$ cat config.mk
export PLATFORM = sky130hd
export DESIGN_NAME = qrm_div
export DESIGN_NICKNAME = d
export VERILOG_FILES = /design/src/hdl/qrm_pkg.sv /design/src/hdl/qrm_div.sv
export SDC_FILE = /design/constraint.sdc
export NUM_CORES = 2
export LEC_CHECK = 0
export BUFFER_PORTS_ARGS = -buffer_cell sky130_fd_sc_hd__buf_2
export CORE_ASPECT_RATIO = 1.1
export CORE_MARGIN = 2
export CORE_UTILIZATION = 35
export DETAILED_ROUTE_END_ITERATION = 12
export SLEW_MARGIN = 0
export SYNTH_ARGS = -nofsm -noshare
export SYNTH_HDL_FRONTEND = slang
export SYNTH_SLANG_ARGS = --single-unit
$ cat constraint.sdc
create_clock -name i_clk -period 5.2 [get_ports i_clk]
set_input_delay 0.52 -clock i_clk [delete_from_list [all_inputs] [get_ports i_clk]]
set_output_delay 0.52 -clock i_clk [all_outputs]
set_load 0.01 [all_outputs]
$ cat src/hdl/qrm_pkg.sv
// ----------------------------------------------------------------------------
// qrm_pkg
// Shared types and constants for the quaternion to rotation matrix block.
// ----------------------------------------------------------------------------
package qrm_pkg;

    localparam int FRAC_BITS = 14;
    localparam int Q_W       = 16;                 // quaternion / matrix field width
    localparam int PROD_W    = 2 * Q_W;            // one signed product
    localparam int NORM_W    = PROD_W + 1;         // sum of four squares, unsigned
    localparam int NUM_W     = PROD_W + 3;         // signed numerator
    localparam int MAG_W     = NORM_W;             // |numerator| <= norm
    localparam int QUO_W     = FRAC_BITS + 1;      // quotient 0..16384
    localparam int DIV_W     = NORM_W + 1;         // divisor 2*norm
    localparam int REM_W     = DIV_W + QUO_W - 1;  // dividend width
    localparam int N_ENT     = 9;
    localparam int PRE_STG   = 4;                  // input, product, sum, setup
    localparam int N_STG     = PRE_STG + QUO_W + 1;

    localparam logic [QUO_W-1:0] ONE_Q = QUO_W'(1) << FRAC_BITS;

    typedef logic signed [Q_W-1:0]    t_q;
    typedef logic signed [PROD_W-1:0] t_prod;
    typedef logic        [NORM_W-1:0] t_norm;
    typedef logic signed [NUM_W-1:0]  t_num;
    typedef logic        [REM_W-1:0]  t_rem;
    typedef logic        [DIV_W-1:0]  t_dvs;
    typedef logic        [QUO_W-1:0]  t_quo;

endpackage

$ cat src/hdl/qrm_div.sv
// ----------------------------------------------------------------------------
// qrm_div
// Pipelined restoring divider lane, one quotient bit per stage.
// ----------------------------------------------------------------------------
module qrm_div
    import qrm_pkg::*;
(
    input  logic i_clk,
    input  logic i_en,
    input  t_rem i_dividend,
    input  t_dvs i_divisor,
    input  logic i_neg,
    output t_quo o_quo,
    output logic o_neg
);

    t_rem r_rem [QUO_W];
    t_dvs r_dvs [QUO_W];
    t_quo r_quo [QUO_W];
    logic r_neg [QUO_W];

    genvar s;
    generate
        for (s = 0; s < QUO_W; s++) begin : g_stg
            t_rem p_rem;
            t_dvs p_dvs;
            t_quo p_quo;
            logic p_neg;
            t_rem w_sub;
            logic w_ge;

            if (s == 0) begin : g_first
                assign p_rem = i_dividend;
                assign p_dvs = i_divisor;
                assign p_quo = '0;
                assign p_neg = i_neg;
            end else begin : g_rest
                assign p_rem = r_rem[s-1];
                assign p_dvs = r_dvs[s-1];
                assign p_quo = r_quo[s-1];
                assign p_neg = r_neg[s-1];
            end

            assign w_sub = REM_W'(p_dvs) << (QUO_W - 1 - s);
            assign w_ge  = (p_rem >= w_sub);

            always_ff @(posedge i_clk) begin
                if (i_en) begin
                    r_rem[s] <= w_ge ? (p_rem - w_sub) : p_rem;
                    r_dvs[s] <= p_dvs;
                    r_quo[s] <= p_quo | (QUO_W'(w_ge) << (QUO_W - 1 - s));
                    r_neg[s] <= p_neg;
                end
            end
        end
    endgenerate

    assign o_quo = r_quo[QUO_W-1];
    assign o_neg = r_neg[QUO_W-1];

endmodule

==> flow_metrics.env <==
export IMPL_status="finished, final reports clean"
export IMPL_via_per_inst=5.11
export IMPL_maxSlewHeadroom_pct=13.9
export IMPL_finalMaxSlewViolations=0
export IMPL_synthFlopType="edfxtp_1"
export IMPL_wire_per_inst_um=16.2
export IMPL_syn_nets=7460
export IMPL_dieArea_mm2=0.215
export IMPL_grt_pass1_wl_mm=259
export IMPL_r2r_start="r_rem[5][57]"
export IMPL_cts_made_buffers=147
export IMPL_drv_cap=0
export IMPL_met3_wirelength_mm=5.04
export IMPL_critPathLaunchType="register"
export IMPL_layout_setup_ws_ns=0.454
export IMPL_start_util_pct=35.1
export IMPL_drt_iter0_drc=2860
export IMPL_synth_simple_area_share_pct=10.9
export IMPL_hold_class="primary input to register"
export IMPL_nFillCells=20100
export IMPL_worstPathArrival_ns=5.25
export IMPL_grt_max_degree=145
export IMPL_cp_num_buf_inv=1
export IMPL_crit_required_ns=5.70
export IMPL_syn_area_mm2=0.0741
export IMPL_timing_rr_end="r_rem[6][41]"
export IMPL_portBuffers=100
export IMPL_gp_congestion=0.935
export IMPL_synth_top_cell_area_share_pct=52.0
export IMPL_routed_wirelength_mm=160
export IMPL_crit_slowest_cell="nor4_1"
export IMPL_path_cells="ha_1, nand4_1, or2_2, nor4_1, a2111oi_0, a21oi_1, o21ai_0, nand2_2, buf_4, and4_1, nand3_1, xnor2_1"
export IMPL_yosysMostFrequentCell="edfxtp_1"
export IMPL_grt_overflow=0
export IMPL_p_leak_nw=33.0
export IMPL_top_layer_used="met4"
export IMPL_synth_area_mux_share_pct=1.90
export IMPL_die_w_um=443
export IMPL_cts_tree="done"
export IMPL_core_area_mm2=0.211
export IMPL_yosysWarnings=0
export IMPL_synth_xor_area_share_pct=5.91
export IMPL_holdCritStartpoint="i_dividend[21]"
export IMPL_wl_met2_mm=81.7
export IMPL_rsz0062_at_grt="no"
export IMPL_yosysSeqAreaShare_pct=52.0
export IMPL_crit_cells=12
export IMPL_antenna_found_initial=0
export IMPL_row_count=177
export IMPL_hold_violations=0
export IMPL_io_pins=101
export IMPL_max_vdd_ir_drop_uv=362
export IMPL_drive_above_1_share_pct=7.59
export IMPL_max_freq_ghz=0.211
export IMPL_critical_path_max_fanout=63
export IMPL_fin_crit_sh_pct=91.3
export IMPL_synth_area_per_cell_um2=10.8
export IMPL_vias=50500
export IMPL_die_height_um=487
export IMPL_clk_latency_ns=0.76
export IMPL_pre_cts_ws_ns=0.554
export IMPL_r2r_cells=12
export IMPL_finish_utilization_pct=39.4
export IMPL_synthCells=6851
export IMPL_layout_min_cycle_time_ns=4.75
export IMPL_htreeDepth=4
export IMPL_critical_path_class="register to register"
export IMPL_n_antenna_cell=0
export IMPL_reg2reg_slack_ns=0.45
export IMPL_ys_seq_elements=1283
export IMPL_critPathMaxStageDelay_ns=0.61
export IMPL_finClkSkew_ns=0.0233
export IMPL_cts_resized=0
export IMPL_synth_edf_count=1283
export IMPL_postRouteAntennaNets=0
export IMPL_worstMarginPinSlew_ns=1.28
export IMPL_whs_endpoint="r_rem[0][21]"
export IMPL_final_nets=7605
export IMPL_synth_cell_type_count=98
export IMPL_finalSetupViolCount=0
export IMPL_postCtsHoldBufs=49
export IMPL_max_clock_path_buffers=3
export IMPL_async_reset_ff_share_pct=0
export IMPL_clkTransAtPathRegs_ns=0.06
export IMPL_synth_compound_area_share_pct=16.0
export IMPL_synth_top_family_by_area="compound AO/OA/AOI/OAI gates"
export IMPL_drcViolationCount=0
export IMPL_fin_tns_setup_ns=0
export IMPL_synthTopCellsByArea="edfxtp_1 (52%), ha_1 (8.6%), a21oi_1 (4.8%)"
export IMPL_yosysTopAreaCell="edfxtp_1"
export IMPL_synth_fa_ha_area_share_pct=8.99
export IMPL_cts_sinks=1283
export IMPL_wl_met1_mm=63.8
export IMPL_cts_root_buf="clkbuf_16"
export IMPL_endpoint_kind="register"
export IMPL_grt_pass1_vias=51700
export IMPL_crit_family="simple AND/OR/NAND/NOR gates"
export IMPL_hold_depth=2
export IMPL_p_per_area_mw_per_mm2=552
export IMPL_detail_route_first_pass_iterations=6
export IMPL_synthTopCellsByCount="edfxtp_1 (1283), a21oi_1 (704), inv_1 (636)"
export IMPL_area_delta_synth_final_pct=12.1
export IMPL_grt_use_total_pct=14.6
export IMPL_cts_setup_buffers=0
export IMPL_hpwlAfterDp_mm=123
-- worst reg2reg max path: cells and delay by family, from the launching register on --
family	cells	cell delay [ns]
and+or+nand+nor	6	1.95
xor gates and xnor gates	1	0.16
adders and majority gates	1	0.41
AOI/OAI and AO/OA	3	1.00
buffers and inverters	1	0.58
DFF	1	0.41
-- layout make-up --
class                           count  area [µm²]  share of cell area, %
Clock buffer                      182        3870                   4.66
Clock inverter                     77         783                  0.943
Inverter                          637        2390                   2.88
Multi-Input combinational cell   4725       32400                   39.1
Sequential cell                  1283       38500                   46.4
Tap cell                         2774        3470                   4.18
Timing Repair Buffer              202        1570                   1.89
-- sequential cells by signal, summed over array words and instances, names as in the netlist --
register	cells
r_rem	672
r_quo	120
r_neg	15
r_dvs	476
-- logic make-up after synthesis --
group	Yosys count
adders and majority gates	524
AOI/OAI and AO/OA	1901
DFF	1283
xor gates and xnor gates	500
muxes	116
and+or+nand+nor	1684
buffers and inverters	843
-- worst max path at each step --
stage | start | to | slack [ns]
2_1_floorplan | i_dividend[14] | r_rem[0][19] | 1.61
3_3_place_gp | r_rem[5][58] | r_rem[6][41] | 0.56
3_5_place_dp | r_rem[5][57] | r_rem[6][41] | 0.55
4_1_cts | r_rem[5][57] | r_rem[6][41] | 0.52
5_1_grt | r_dvs[3][15] | r_rem[2][46] | 0.35
6_report | r_rem[5][57] | r_rem[6][41] | 0.45
-- through the flow --
step	instances	total power, mW	hold slack (ns)	instance area, µm²
global route	9880	49.1	0.0301	83100
global placement	9572	35.5	0.401	77900
finish	9880	45.9	0.0835	83100
floorplan	6851	31.0	0.400	74100
detailed placement	9572	35.8	0.405	77900
CTS	9880	46.0	0.0124	83100
-- cell usage in the layout (no fill, tap or decap), types with 217 or more instances in the layout --
master / count
nor2_1: 498
a21oi_1: 704
nand2_1: 474
xnor2_1: 283
edfxtp_1: 1283
inv_1: 636
ha_1: 510
a21o_1: 281
o21ai_0: 378
xor2_1: 217
-- power by group --
group          leakage (nW)  internal [mW]  switching, mW
logic                  18.3           8.23           11.2
registers              12.4           15.0           1.48
clock network          2.25           5.93           4.03
total                  33.0           29.2           16.7
-- layer usage --
metal	vias to the layer above	track usage [%]
li1	25400	-
met5	-	0
met4	0	8.55
met1	23400	15.7
met3	475	2.06
met2	1172	27.2
Power figures use the tool's default switching activity.
